==> src/rtl/mlbc_pkg.sv <==
// Shared types and constants for the multi-LED blink controller.
// Used by the interfaces, the LED lane, the result stage and the top level.
`timescale 1ns / 1ps

package mlbc_pkg;

	localparam int LED_COUNT = 5;
	localparam int FIELD_W   = 5;
	localparam int OP_W      = 2;
	localparam int MODE_W    = 2;
	localparam int TIME_W    = 32;
	localparam int NTT_W     = 64;

	localparam logic [TIME_W-1:0]  DEFAULT_PERIOD_MS = 32'd500;
	localparam logic [FIELD_W-1:0] MASK_RESET        = 5'd31;

	typedef enum logic [OP_W-1:0] {
		OP_TICK   = 2'd0,
		OP_MODE   = 2'd1,
		OP_PERIOD = 2'd2
	} op_t;

	typedef enum logic [MODE_W-1:0] {
		MODE_ON    = 2'd0,
		MODE_OFF   = 2'd1,
		MODE_BLINK = 2'd2
	} mode_t;

	typedef struct packed {
		logic              tick;
		logic              mode_sel;
		logic              period_sel;
		logic              blink;
		logic              turn_on;
		logic [TIME_W-1:0] period;
		logic [TIME_W-1:0] now;
	} lane_ctl_t;

endpackage

==> src/rtl/mlbc_if.sv <==
// Channel interfaces of the blink controller: command items, results and
// the polarity register write port. Depends on mlbc_pkg.
`timescale 1ns / 1ps

interface mlbc_cmd_if;
	logic                           valid;
	logic                           ready;
	logic [mlbc_pkg::OP_W-1:0]      op;
	logic [mlbc_pkg::FIELD_W-1:0]   led_index;
	logic [mlbc_pkg::MODE_W-1:0]    mode_command;
	logic [mlbc_pkg::TIME_W-1:0]    period_ms;
	logic [mlbc_pkg::TIME_W-1:0]    now_ms;

	modport source (output valid, op, led_index, mode_command, period_ms, now_ms,
		input ready);
	modport sink (input valid, op, led_index, mode_command, period_ms, now_ms,
		output ready);
endinterface

interface mlbc_res_if;
	logic                         valid;
	logic                         ready;
	logic [mlbc_pkg::FIELD_W-1:0] pin_levels;
	logic [mlbc_pkg::FIELD_W-1:0] lit_mask;

	modport source (output valid, pin_levels, lit_mask, input ready);
	modport sink (input valid, pin_levels, lit_mask, output ready);
endinterface

interface mlbc_cfg_if;
	logic                         valid;
	logic                         ready;
	logic [mlbc_pkg::FIELD_W-1:0] data;

	modport source (output valid, data, input ready);
	modport sink (input valid, data, output ready);
endinterface

==> src/rtl/mlbc_lane.sv <==
// State and update logic of one LED: mode, lit bit, period and next-toggle time.
// Depends on mlbc_pkg for the lane control struct and widths.
`timescale 1ns / 1ps

module mlbc_lane (
	input  logic                clk,
	input  logic                arst_n,
	input  mlbc_pkg::lane_ctl_t ctl,
	output logic                lit,
	output logic                lit_next
);

	logic                          blink_q, blink_d;
	logic                          lit_q, lit_d;
	logic [mlbc_pkg::TIME_W-1:0]   period_q, period_d;
	logic [mlbc_pkg::NTT_W-1:0]    ntt_q, ntt_d;
	logic                          due;

	assign due = blink_q &&
		(ntt_q <= {{(mlbc_pkg::NTT_W - mlbc_pkg::TIME_W){1'b0}}, ctl.now});

	always_comb begin
		blink_d  = blink_q;
		lit_d    = lit_q;
		period_d = period_q;
		ntt_d    = ntt_q;
		if (ctl.tick && due) begin
			lit_d = ~lit_q;
			ntt_d = ntt_q + {{(mlbc_pkg::NTT_W - mlbc_pkg::TIME_W){1'b0}}, period_q};
		end
		if (ctl.mode_sel) begin
			if (ctl.blink) begin
				blink_d = 1'b1;
			end else begin
				blink_d = 1'b0;
				lit_d   = ctl.turn_on;
			end
		end
		if (ctl.period_sel) begin
			period_d = ctl.period;
		end
	end

	always_ff @(posedge clk or negedge arst_n) begin
		if (!arst_n) begin
			blink_q  <= 1'b0;
			lit_q    <= 1'b0;
			period_q <= mlbc_pkg::DEFAULT_PERIOD_MS;
			ntt_q    <= '0;
		end else begin
			blink_q  <= blink_d;
			lit_q    <= lit_d;
			period_q <= period_d;
			ntt_q    <= ntt_d;
		end
	end

	assign lit      = lit_q;
	assign lit_next = lit_d;

endmodule

==> src/rtl/mlbc_out_stage.sv <==
// Result register: holds one result beat and applies the pin polarity.
// Depends on mlbc_pkg and the mlbc_res_if interface.
`timescale 1ns / 1ps

module mlbc_out_stage (
	input  logic                           clk,
	input  logic                           arst_n,
	input  logic                           load,
	input  logic [mlbc_pkg::FIELD_W-1:0]   lit_bits,
	input  logic [mlbc_pkg::FIELD_W-1:0]   active_low_mask,
	output logic                           free,
	mlbc_res_if.source                     res
);

	logic                         valid_q;
	logic [mlbc_pkg::FIELD_W-1:0] pin_q;
	logic [mlbc_pkg::FIELD_W-1:0] lit_q;

	assign free = !valid_q || res.ready;

	always_ff @(posedge clk or negedge arst_n) begin
		if (!arst_n) begin
			valid_q <= 1'b0;
		end else if (load) begin
			valid_q <= 1'b1;
		end else if (res.ready) begin
			valid_q <= 1'b0;
		end
	end

	always_ff @(posedge clk) begin
		if (load) begin
			pin_q <= lit_bits ^ active_low_mask;
			lit_q <= lit_bits;
		end
	end

	assign res.valid      = valid_q;
	assign res.pin_levels = pin_q;
	assign res.lit_mask   = lit_q;

endmodule

==> src/rtl/multi_led_blink_controller.sv <==
// Top level of the multi-LED blink controller: input register, LED lanes,
// polarity register and result stage. Depends on mlbc_pkg, the mlbc
// interfaces, mlbc_lane and mlbc_out_stage.
//
// Usage: command items arrive on the cmd channel (time tick, set mode or set
// period) and each accepted beat yields exactly one result beat on the res
// channel with the pin levels and the lit mask after that item's update.
// The cfg channel writes the active-low polarity mask; it is always ready and
// should be written only while no item is in flight.
// A cmd beat passes through the input register, where all LED lanes compare
// and add in parallel, and then through the result register to the res beat.
// Throughput is one item per cycle while the receiver does not stall, set by
// the single state update per cycle in the lanes.
// After reset every LED is static and off, periods are 500 ms, next-toggle
// times are zero and the polarity mask is all ones.
// When the receiver stalls, the result register holds its beat and the input
// register can still take one more item; after that cmd.ready drops until
// the result is taken.
`timescale 1ns / 1ps

module multi_led_blink_controller (
	input  logic      clk,
	input  logic      arst_n,
	mlbc_cmd_if.sink  cmd,
	mlbc_res_if.source res,
	mlbc_cfg_if.sink  cfg
);

	logic                            valid_s1;
	logic [mlbc_pkg::OP_W-1:0]       op_s1;
	logic [mlbc_pkg::FIELD_W-1:0]    idx_s1;
	logic [mlbc_pkg::MODE_W-1:0]     mode_s1;
	logic [mlbc_pkg::TIME_W-1:0]     period_s1;
	logic [mlbc_pkg::TIME_W-1:0]     now_s1;
	logic [mlbc_pkg::FIELD_W-1:0]    mask_q;
	logic                            out_free;
	logic                            advance;
	logic [mlbc_pkg::LED_COUNT-1:0]  lit_cur;
	logic [mlbc_pkg::LED_COUNT-1:0]  lit_next;
	logic [mlbc_pkg::FIELD_W-1:0]    lit_field;
	mlbc_pkg::lane_ctl_t             ctl [mlbc_pkg::LED_COUNT];

	assign advance   = valid_s1 && out_free;
	assign cmd.ready = !valid_s1 || out_free;
	assign cfg.ready = 1'b1;

	always_ff @(posedge clk or negedge arst_n) begin
		if (!arst_n) begin
			valid_s1 <= 1'b0;
		end else if (cmd.ready) begin
			valid_s1 <= cmd.valid;
		end
	end

	always_ff @(posedge clk) begin
		if (cmd.valid && cmd.ready) begin
			op_s1     <= cmd.op;
			idx_s1    <= cmd.led_index;
			mode_s1   <= cmd.mode_command;
			period_s1 <= cmd.period_ms;
			now_s1    <= cmd.now_ms;
		end
	end

	always_ff @(posedge clk or negedge arst_n) begin
		if (!arst_n) begin
			mask_q <= mlbc_pkg::MASK_RESET;
		end else if (cfg.valid && cfg.ready) begin
			mask_q <= cfg.data;
		end
	end

	for (genvar i = 0; i < mlbc_pkg::LED_COUNT; i++) begin : g_lane
		always_comb begin
			ctl[i].tick       = advance && (op_s1 == mlbc_pkg::OP_TICK);
			ctl[i].mode_sel   = advance && (op_s1 == mlbc_pkg::OP_MODE) &&
				(idx_s1 == mlbc_pkg::FIELD_W'(i));
			ctl[i].period_sel = advance && (op_s1 == mlbc_pkg::OP_PERIOD) &&
				(idx_s1 == mlbc_pkg::FIELD_W'(i));
			ctl[i].blink      = (mode_s1 == mlbc_pkg::MODE_BLINK);
			ctl[i].turn_on    = (mode_s1 == mlbc_pkg::MODE_ON);
			ctl[i].period     = period_s1;
			ctl[i].now        = now_s1;
		end

		mlbc_lane u_lane (
			.clk      (clk),
			.arst_n   (arst_n),
			.ctl      (ctl[i]),
			.lit      (lit_cur[i]),
			.lit_next (lit_next[i])
		);
	end

	for (genvar i = 0; i < mlbc_pkg::FIELD_W; i++) begin : g_field
		if (i < mlbc_pkg::LED_COUNT) begin : g_led
			assign lit_field[i] = lit_next[i];
		end else begin : g_none
			assign lit_field[i] = 1'b0;
		end
	end

	mlbc_out_stage u_out (
		.clk             (clk),
		.arst_n          (arst_n),
		.load            (advance),
		.lit_bits        (lit_field),
		.active_low_mask (mask_q),
		.free            (out_free),
		.res             (res)
	);

	a_ready_when_empty: assert property (@(posedge clk) disable iff (!arst_n)
		!valid_s1 |-> cmd.ready)
		else $error("Command channel stalled with an empty input register.");

	a_result_follows: assert property (@(posedge clk) disable iff (!arst_n)
		advance |=> res.valid)
		else $error("Processed item produced no result beat.");

	a_static_on: assert property (@(posedge clk) disable iff (!arst_n)
		(advance && (op_s1 == mlbc_pkg::OP_MODE) && (mode_s1 == mlbc_pkg::MODE_ON) &&
		(idx_s1 == '0)) |=> lit_cur[0])
		else $error("Static on command did not light the first LED.");

endmodule

==> src/flat_wrapper.sv <==
// flat-port wrapper written by rule: the top's interface ports become plain ports
module multi_led_blink_controller_flat 
  (clk, arst_n, cmd_valid, cmd_op, cmd_led_index, cmd_mode_command, cmd_period_ms, cmd_now_ms, cmd_ready, res_valid, res_pin_levels, res_lit_mask, res_ready, cfg_valid, cfg_data, cfg_ready);
  mlbc_cmd_if cmd_i ();
  mlbc_res_if res_i ();
  mlbc_cfg_if cfg_i ();
  input  logic clk;
  input  logic arst_n;
  input wire logic [$bits(cmd_i.valid)-1:0] cmd_valid;
  input wire logic [$bits(cmd_i.op)-1:0] cmd_op;
  input wire logic [$bits(cmd_i.led_index)-1:0] cmd_led_index;
  input wire logic [$bits(cmd_i.mode_command)-1:0] cmd_mode_command;
  input wire logic [$bits(cmd_i.period_ms)-1:0] cmd_period_ms;
  input wire logic [$bits(cmd_i.now_ms)-1:0] cmd_now_ms;
  output wire logic [$bits(cmd_i.ready)-1:0] cmd_ready;
  output wire logic [$bits(res_i.valid)-1:0] res_valid;
  output wire logic [$bits(res_i.pin_levels)-1:0] res_pin_levels;
  output wire logic [$bits(res_i.lit_mask)-1:0] res_lit_mask;
  input wire logic [$bits(res_i.ready)-1:0] res_ready;
  input wire logic [$bits(cfg_i.valid)-1:0] cfg_valid;
  input wire logic [$bits(cfg_i.data)-1:0] cfg_data;
  output wire logic [$bits(cfg_i.ready)-1:0] cfg_ready;
  assign cmd_i.valid = cmd_valid;
  assign cmd_i.op = cmd_op;
  assign cmd_i.led_index = cmd_led_index;
  assign cmd_i.mode_command = cmd_mode_command;
  assign cmd_i.period_ms = cmd_period_ms;
  assign cmd_i.now_ms = cmd_now_ms;
  assign cmd_ready = cmd_i.ready;
  assign res_valid = res_i.valid;
  assign res_pin_levels = res_i.pin_levels;
  assign res_lit_mask = res_i.lit_mask;
  assign res_i.ready = res_ready;
  assign cfg_i.valid = cfg_valid;
  assign cfg_i.data = cfg_data;
  assign cfg_ready = cfg_i.ready;
  multi_led_blink_controller u_core (.clk(clk), .arst_n(arst_n), .cmd(cmd_i), .res(res_i), .cfg(cfg_i));
endmodule
==> config.mk <==
export PLATFORM = sky130hd
export DESIGN_NAME = multi_led_blink_controller_flat
export DESIGN_NICKNAME = d
export VERILOG_FILES = /design/src/rtl/mlbc_pkg.sv /design/src/rtl/mlbc_if.sv /design/src/rtl/mlbc_lane.sv /design/src/rtl/mlbc_out_stage.sv /design/src/rtl/multi_led_blink_controller.sv /design/src/flat_wrapper.sv
export SDC_FILE = /design/constraint.sdc
export NUM_CORES = 1
export LEC_CHECK = 0
export ABC_AREA = 1
export BUFFER_PORTS_ARGS = -buffer_cell sky130_fd_sc_hd__buf_2
export CAP_MARGIN = 20
export CORE_MARGIN = 2
export CORE_UTILIZATION = 24
export CTS_CLUSTER_DIAMETER = 120
export DETAILED_ROUTE_END_ITERATION = 6
export GPL_TIMING_DRIVEN = 0
export PLACE_DENSITY = 0.34
export SETUP_SLACK_MARGIN = 0.05
export SKIP_CTS_REPAIR_TIMING = 1
export SLEW_MARGIN = 20
export SYNTH_ARGS = -nofsm -noshare
export SYNTH_HDL_FRONTEND = slang
export SYNTH_SLANG_ARGS = --single-unit
==> constraint.sdc <==
create_clock -name clk -period 2.55 [get_ports clk]
set_input_delay 0.255 -clock clk [delete_from_list [all_inputs] [get_ports clk]]
set_output_delay 0.255 -clock clk [all_outputs]
set_load 0.03 [all_outputs]
Word-level counts from Yosys, hierarchy flattened
Index checks and enable logic that the tools add are counted.
W data, S select, Z words.

storage, ports and cells
  bits in registers = 580
  output and inout bits = 13
  bits of input ports = 83

operators by class
  add/sub/neg operators = 5
  order comparisons = 5
  equality and inequality tests = 7
  reduce and logical (&&, ||, !) cells = 33
  mux-type cells = 18
  bitwise gates (word level) = 6

operators with widths
  operator              count
  $add A64 B32 Y64      5
  $le A64 B32 Y1        5
  $logic_and A1 B1 Y1   25
  $mux W1               18
  $eq A5 B2 Y1 const B  2
  $eq A5 B1 Y1 const B  1
  $eq A5 B3 Y1 const B  1
  $logic_not A5 Y1      1
  $not A1 Y1            5
  $xor A5 B5 Y5         1
  $eq A2 B2 Y1 const B  2
  $logic_not A2 Y1      2
  $eq A2 B1 Y1 const B  1
  $logic_not A1 Y1      2
  $logic_or A1 B1 Y1    2
  $reduce_bool A2 Y1    1

Logic depth before layout (Yosys ltp)
Gate-level depths: netlist (run 1).

  depth after elaboration = 9
  depth in mapped cells = 20
  mapped depth without buffers = 20

Modules after synthesis
A second synthesis (run 1) with hierarchy kept.

unflattened totals
  cell total of the unflattened synthesis = 4270
  area, all modules = 34860.9 um2

modules (own cells, without submodules)
  module                                    instances  cells an instance  area an instance (um2)
  mlbc_lane at u_core.g_lane[0].u_lane ...  4          819                6368.6
  mlbc_lane at u_core.g_lane[1].u_lane      1          817                6356.1
  multi_led_blink_controller                1          137                2593.7
  mlbc_out_stage                            1          40                 436.7

Worst setup path after synthesis (run 1)
Ideal clock, no wire load.

  kind = reg-to-reg
  start point = register u_core.u_out.valid_q, in the netlist u_core.u_out.res.valid
  end point = register u_core.idx_s1[0] (netlist name) (enable)
  library setup time = 427 ps
  period minus slack after synthesis = 2824 ps
  stages on the path, launching flop included = 4
  setup slack = -274 ps
  path buffers = 0
  arrival time = 2397 ps
  path through = dfrtp_1 -> nand3_1 -> nand2_1 -> inv_1

on the way
  cells in the longest elaborated chain, start to end = 4

ends and longest elaborated chain
  item                    RTL line                          source
  start, declared         mlbc_out_stage.sv:15              logic valid_q;
  start signal, assigned  mlbc_out_stage.sv:23              valid_q <= 1'b0;
  start signal, assigned  mlbc_out_stage.sv:25              valid_q <= 1'b1;
  start signal, assigned  mlbc_out_stage.sv:27              valid_q <= 1'b0;
  $logic_not A1 Y1        mlbc_out_stage.sv:19              assign free = !valid_q || res.ready;
  $logic_or A1 B1 Y1      mlbc_out_stage.sv:19
  $logic_or A1 B1 Y1      multi_led_blink_controller.sv:44  assign cmd.ready = !valid_s1 || out_free;
  named net cmd_ready     flat_wrapper.sv:15                output wire logic [$bits(cmd_i.ready)-1:0] cmd_ready;
  $logic_and A1 B1 Y1     multi_led_blink_controller.sv:56  if (cmd.valid && cmd.ready) begin
  end signal, assigned    multi_led_blink_controller.sv:58  idx_s1 <= cmd.led_index;
  end, declared           multi_led_blink_controller.sv:31  logic [mlbc_pkg::FIELD_W-1:0] idx_s1;

The timed path passes the listed nets, and every way through them passes these cells.
A chain may end at the register's enable or synchronous reset.

Worst setup path after layout (run 1)
  start point = register u_core.now_s1[30] (netlist name)
  end point = register u_core.g_lane[1].u_lane.ntt_q[32] (netlist name)

on the way
  cells in the longest elaborated chain, start to end = 3

ends and longest elaborated chain
  item                    RTL line                          source
  start, declared         multi_led_blink_controller.sv:34  logic [mlbc_pkg::TIME_W-1:0] now_s1;
  start signal, assigned  multi_led_blink_controller.sv:61  now_s1 <= cmd.now_ms;
  $le A64 B32 Y1          mlbc_lane.sv:20                   (ntt_q <= {{(mlbc_pkg::NTT_W - mlbc_pkg::TIME_W){1'b0}}, ctl.now});
  $logic_and A1 B1 Y1     mlbc_lane.sv:19                   assign due = blink_q &&
  $logic_and A1 B1 Y1     mlbc_lane.sv:27                   if (ctl.tick && due) begin
  end signal, assigned    mlbc_lane.sv:54                   ntt_q <= ntt_d;
  end, declared           mlbc_lane.sv:16                   logic [mlbc_pkg::NTT_W-1:0] ntt_q, ntt_d;

No other way between the ends.

==> results of run 1 <==
-- cell usage in the layout, fill, tap and decap left out, types with 32 or more instances in the layout --
master,instances
nand2_1,841
dfrtp_1,462
inv_1,406
o21ai_0,340
ha_1,282
nor2_1,254
a21oi_1,248
clkbuf_1,199
nand3_1,134
buf_2,93
clkbuf_16,89
edfxtp_1,83
dlygate4sd3_1,82
xor2_1,73
o21ai_1,72
nand2_2,66
buf_12,52
buf_4,50
o21ai_2,49
xnor2_1,48
ha_4,36
a31oi_1,35
dfstp_2,35
clkinvlp_4,32
-- per-stage QoR --
stage | cells | instance area, um^2 | hold WS (ns) | total power, uW | TNS, ns
final | 6234 | 42970 | 0.0001129 | 25890 | -8.617
after CTS | 6041 | 38890 | -0.6363 | 25590 | -128.94
after detailed placement | 5905 | 36310 | 0.1144 | 14070 | -124.16
after global routing | 6229 | 42950 | 0.01204 | 27280 | -27.62
after global placement | 5896 | 36070 | 0.4314 | 14030 | -5241.99
after floorplan | 4009 | 33360 | -0.04059 | 12560 | 0
-- worst register-to-register path: stages, from the launching register on --
cell	delay, ns
edfxtp_1	0.37
clkinvlp_4	0.12
buf_12	0.16
buf_8	0.15
ha_4	0.27
nand2_4	0.05
nor2_4	0.09
nand2_2	0.08
nor3b_4	0.27
nand4_1	0.20
nand2_4	0.21
nand2_8	0.13
buf_12	0.20
a21oi_4	0.25
or2_1	0.15
-- cells in the mapped netlist, drive strengths merged (9+ instances only) --
cell type,instances
a21o,21
a21oi,272
a31oi,35
buf,27
clkbuf,190
dfrtp,462
dfstp,35
edfxtp,83
ha,320
inv,449
nand2,940
nand3,155
nand4,25
nor2,273
nor3,33
nor4,16
o21a,23
o21ai,461
o21bai,32
or2,9
xnor2,48
xor2,73
-- how the worst max path moves through the flow --
stage                                             from                                            end  slack (ns)  cells after the start
finish                     u_core.now_s1[30]$_DFFE_PP_  u_core.g_lane[1].u_lane.ntt_q[32]$_DFFE_PN0P_       -0.20                     14
global route               u_core.now_s1[28]$_DFFE_PP_       u_core.u_out.res.pin_levels[1]$_DFFE_PP_       -0.30                     16
CTS                        u_core.now_s1[27]$_DFFE_PP_  u_core.g_lane[1].u_lane.ntt_q[32]$_DFFE_PN0P_       -1.32                     13
detailed placement         u_core.now_s1[27]$_DFFE_PP_  u_core.g_lane[1].u_lane.ntt_q[32]$_DFFE_PN0P_       -1.29                     13
global placement                                arst_n  u_core.g_lane[1].u_lane.ntt_q[10]$_DFFE_PN0P_      -10.58                      1
floorplan           u_core.u_out.res.valid$_DFFE_PN0P_                     u_core.idx_s1[0]$_DFFE_PP_        0.11                      3
-- sequential cells by signal, indices dropped and copies added, names as in the netlist, 32 cells and up --
signal / cells
u_core.g_lane.u_lane.ntt_q: 320
u_core.g_lane.u_lane.period_q: 160
u_core.now_s1: 32
u_core.period_s1: 32
-- kinds of logic (layout without fill, tap and decap cells) --
kind of cell | Yosys count | after routing | synth area share
compound gates | 854 | 854 | 0.1380
xor+xnor | 121 | 121 | 0.03177
fa+ha+maj | 325 | 325 | 0.1230
buf+inv | 666 | 1091 | 0.07949
flops | 580 | 580 | 0.4489
other cells | 1 | 7 | 0.0001124
simple gates | 1462 | 1462 | 0.1787
-- where the power goes --
group | switching, uW | leakage (uW) | total, uW | internal (uW)
registers | 500 | 0.00754 | 10500 | 10000
clock network | 4500 | 0.00128 | 11300 | 6750
logic | 2540 | 0.0113 | 4100 | 1560
total | 7540 | 0.0201 | 25900 | 18400
-- routing by layer --
layer	up-vias	GRT usage	wire length, um
li1	13940	-	-
met1	13310	0.2493	62150
met2	476	0.2760	56860
met3	128	0.02493	4588
met4	0	0.03562	2297
met5	-	0	0
-- final cells by class --
cell class / count / share of cell area
antenna: 6 / 0.0003494
buffer: 217 / 0.02819
clock buffer: 104 / 0.05023
clock inverter: 32 / 0.009842
inverter: 449 / 0.04295
multi-input combinational: 2763 / 0.3986
sequential: 580 / 0.3485
tap: 1794 / 0.05224
timing repair buffer: 288 / 0.06896
timing repair inverter: 1 / 0.0001456
==> results.md, run 1 <==
* Synth Net Count at 4417
* EDFF count, synth at 83
* CTS tree: built
* Critical path class: flip-flop to flip-flop
* Biggest area consumer among synthesized cells: dfrtp_1
* VDD IR max at 440.5 uV
* GPL Wtd Cong at 0.8635
* Synth Register Bits at 580
* Worst Path Required at 3.17 ns
* Final min period at 2.747 ns
* Clock Sink Count at 580
* Outcome: finished with violations
* Synth warn at 0
* Cts bufs inserted at 74
* Die Wd at 376.8 um
* FMAX at 364.0 MHz
* Hpwl dp at 92750 um
* Critical path fanouts, max at 8
* Pin count of the biggest net entering global routing at 84
* CP Cell Sequence: clkinvlp_4 > buf_12 > buf_8 > ha_4 > nand2_4 > nor2_4 > nand2_2 > nor3b_4 > nand4_1 > nand2_4 > nand2_8 > buf_12 > a21oi_4 > or2_1
* Place WS at -1.289 ns
* Setup WS post-layout at -0.1970 ns
* Row count at 136
* Number of fill cells in the layout at 14610
* Crit end category: flip-flop
* FF-to-FF End: u_core.g_lane[1].u_lane.ntt_q[32]$_DFFE_PN0P_
* IO Pins at 96
* Syn_area_per_cell at 8.320 um^2
* Hold_sp: cfg_valid
* Buf/Inv on CP at 4
* Fin. max-slew vios at 0
* Crit path largest cell delay at 0.37 ns
* Fin crit share at 1.077
* Layout cells sized above 1 at 0.1594
* CP Launch Type: flip-flop
* Final cell utilization of the core at 0.3121
* Full die area at 142000 um^2
* WHS Path Cells at 3
* Cells on worst reg2reg path at 14
* Static leakage at 0.02012 uW
* DRC Markers at 0
* Final Hold Fails at 0
* HP Class: input port to flip-flop
* Htree depth at 3
* Drt first pass iters at 5
* Final setup vio count at 121
* Core ar. at 137700 um^2
* Worst-Margin Slew at 0.8429 ns
* Mapped Cells at 4009
* Total congestion overflow at 0
* Hold endpoint: u_core.mask_q[1]$_DFFE_PN1P_
* Final #Nets at 4782
* Post-synthesis sequential area ratio at 0.4489
* DR vias/cell at 4.467
* Synth top area cells: dfrtp_1, ha_1, nand2_1, edfxtp_1, o21ai_0
* Die height at 376.8 um
* Worst R2R Setup Slack at -0.20 ns
* Area of the multi-input gates at 17130 um^2
* Async set or reset register ratio after synthesis at 0.8569
* Total number of vias at 27850
* Share of Yosys cell area claimed by the top area cell type at 0.3466
* Kind of cell adding the most delay to the critical path: simple AND/OR/NAND/NOR gates
* Data arrival time of the critical path at 3.37 ns
* Initial antenna violation count at 25
* Reg-to-Reg Start: u_core.now_s1[30]$_DFFE_PP_
* PortBufs at 93
* WL/cell at 20.20 um
* Storage cell area at 14970 um^2
* DRT antenna net count at 0
* Crit-path slowest cell: edfxtp_1
* Global Route Usage Sum at 0.1737
* Starting Density at 0.2423
* Clock skew at 0.03083 ns
* Max Cap Viol at 0
* Reg clk slew, reported paths at 0.06 ns
* Clock Latency Late Sink at 0.68 ns
* Post-Syn Area at 33350 um^2
* Max_slew headroom at 0.4374
* Number of global-route vias before repair at 26800
* Failing checks: setup timing
* Clock Tree Buf Depth at 3
* Routed WL at 125900 um
* Clk root buf: clkbuf_16
* Initial DRC count at 1720
* Layout area overhead at 28.83%
* RSZ-0062 raised after global routing: yes
* Ys flop type: dfrtp_1
* PD cells at 602.6 nW/um^2
* First-pass GRT wire length at 181100 um
* Post-synth cell types at 46
Power figures use the tool's default switching activity.
==> run 2: changes to the inputs <==
Settings changed: BUFFER_PORTS_ARGS -buffer_cell sky130_fd_sc_hd__buf_2 to default, DONT_BUFFER_PORTS from default to 1, PLACE_DENSITY 0.34 to 0.33.
==> run 2 against run 1 <==
  * Global-route usage increased by 0.22 points
  * Worst hold slack got worse by 0.67 ns
  * Register-to-register slack got worse by 0.11 ns
  * Wire length increased by 1.9%
  * Final cell count decreased by 1.2%
  * Clock power about the same
  * Via count decreased by 1.6%
  * The run ends with hold timing, setup timing left
  * First-iteration DRC count decreased by 7.2%
  * Die area unchanged
  * Sequential share of layout area decreased by 0.15 points
  * Critical path depth decreased by 1
==> results.md, run 2 (synthesis gave the netlist of run 1 again) <==
* Worst Path Required at 3.20 ns
* CP Launch Type: flip-flop
* Routed WL at 128300 um
* IO Pins at 96
* Clock Sink Count at 580
* Layout area overhead at 29.39%
* Data arrival time of the critical path at 3.51 ns
* CTS tree: built
* Post-DP Area at 35670 um^2
* Failing checks: hold timing, setup timing
* Row count at 136
* PortBufs at 0
* Full die area at 142000 um^2
* Outcome: finished with violations
* VDD IR max at 502.7 uV
* Die Wd at 376.8 um
* Initial antenna violation count at 15
* Final setup vio count at 131
* Clock Tree Buf Depth at 3
* Htree depth at 3
* WL/cell at 20.83 um
* Starting Density at 0.2423
* Number of fill cells in the layout at 14520
* Core ar. at 137700 um^2
* Fin. max-slew vios at 0
* RSZ-0062 raised after global routing: yes
* Crit end category: flip-flop
* Cell area after layout at 43160 um^2
* Largest Register: u_core.g_lane.u_lane.ntt_q
* Pin count of the biggest net entering global routing at 498
* Initial DRC count at 1596
* Critical path class: flip-flop to flip-flop
* Regs by FF count: u_core.g_lane.u_lane.ntt_q: 320 flops, u_core.g_lane.u_lane.period_q: 160 flops
* Die height at 376.8 um
* PD cells at 604.8 nW/um^2
* Critical path fanouts, max at 8
* Commonest cells after routing, fill and taps aside: nand2_1, dfrtp_1, inv_1
* First-pass GRT wire length at 182300 um
* Final min period at 2.857 ns
* Global Route Usage Sum at 0.1758
* Drt first pass iters at 5
* Clock Latency Late Sink at 0.71 ns
* FMAX at 350.0 MHz
* Total number of vias at 27410
* Clk root buf: clkbuf_16
* Setup WS post-layout at -0.3072 ns
* Static leakage at 0.02007 uW
* Fin Hold WS at -0.6745 ns
* Reg clk slew, reported paths at 0.06 ns
* Layout cells sized above 1 at 0.1640
* Max reg flops at 320
* Fin cells at 6158
* Worst-Margin Slew at 1.423 ns
* Clock skew at 0.03965 ns
* DRT antenna net count at 0
* Hpwl dp at 92260 um
* HP Class: input port to asynchronous set/reset pin
* Total congestion overflow at 0
* Cell count after placement at 5806
* Final Hold Fails at 468
* DRC Markers at 0
* Most common cell after layout, fill and taps aside: nand2_1
* Max Cap Viol at 0
* DR vias/cell at 4.451
* Number of global-route vias before repair at 26510
* Fin crit share at 1.120
* Max_slew headroom at 0.05118
* Cts bufs inserted at 79
* Final #Nets at 4701
* GPL Wtd Cong at 0.8387
-- run 2: cell types whose count changed in the layout (fill, tap and decap cells not counted), sizes merged, moves of 3 or more --
cell | before | now
clkbuf | 301 | 331
inv | 418 | 422
clkinv | 24 | 19
buf | 226 | 125
bufinv | 8 | 5
-- run 2: final cells by class --
| cell class | count | area (um^2) | share of cell area |
|---|---|---|---|
| Clock buffer | 120 | 2332 | 0.05404 |
| Timing Repair inverter | 3 | 31.28 | 0.0007248 |
| Clock inverter | 27 | 384.1 | 0.008901 |
| Sequential cell | 580 | 14970 | 0.3470 |
| Tap cell | 1794 | 2245 | 0.05201 |
| Buffer | 217 | 1221 | 0.02830 |
| Timing Repair Buffer | 200 | 2619 | 0.06068 |
| Antenna cell | 5 | 12.51 | 0.0002899 |
| Inverter | 449 | 1852 | 0.04291 |
| Multi-Input combinational cell | 2763 | 17490 | 0.4052 |
-- run 2: worst paths after layout --
path | from | to | slack [ns] | cells after the start
max | u_core.now_s1[27]$_DFFE_PP_ | u_core.g_lane[1].u_lane.ntt_q[32]$_DFFE_PN0P_ | -0.31 | 13
min | arst_n | u_core.g_lane[4].u_lane.ntt_q[36]$_DFFE_PN0P_ | -0.67 | 0
max reg2reg | u_core.now_s1[27]$_DFFE_PP_ | u_core.g_lane[1].u_lane.ntt_q[32]$_DFFE_PN0P_ | -0.31 | 13
min reg2reg | u_core.g_lane[3].u_lane.ntt_q[37]$_DFFE_PN0P_ | u_core.g_lane[3].u_lane.ntt_q[37]$_DFFE_PN0P_ | 0.45 | 1
max in group asynchronous | arst_n | u_core.g_lane[1].u_lane.period_q[0]$_DFFE_PN0P_ | 2.05 | 0
min in group clk | cfg_valid | u_core.mask_q[2]$_DFFE_PN1P_ | -0.02 | 3
-- run 2: metrics by stage --
step	setup WS [ns]	setup TNS (ns)	util	hold slack, ns	total power [uW]
3_5_place_dp	-1.694	-141.59	0.2591	0.04143	13790
2_1_floorplan	0.1125	0	-	-0.04059	12560
5_1_grt	-0.4258	-42.42	0.3134	-0.7466	27430
6_report	-0.3072	-22.20	0.3135	-0.6745	26100
4_1_cts	-1.698	-145.06	0.2788	-0.7472	25750
3_3_place_gp	-1.726	-245.61	0.2587	0.04120	13800
-- run 2: report_power, final --
part | internal, uW | switching (uW) | total, uW
clock network | 6900 | 4740 | 11600
registers | 10000 | 614 | 10700
logic | 1480 | 2320 | 3800
total | 18400 | 7680 | 26100
-- run 2: worst max-delay path, stage by stage, from the launching register on --
cell and delay (ns):
edfxtp_1 0.44, clkinvlp_4 0.13, buf_12 0.16, ha_4 0.29, nand2_4 0.06, nor2_4 0.12
nand2_4 0.07, nor3b_4 0.28, nand4_1 0.26, nand2_8 0.19, nand2_8 0.13, buf_12 0.22
a21oi_4 0.25, or2_1 0.15
-- run 2: per-layer routing --
metal,part of all wire,GRT usage
met3,0.037,0.02940
met2,0.44,0.2752
met4,0.015,0.03419
met5,0,0
met1,0.50,0.2540
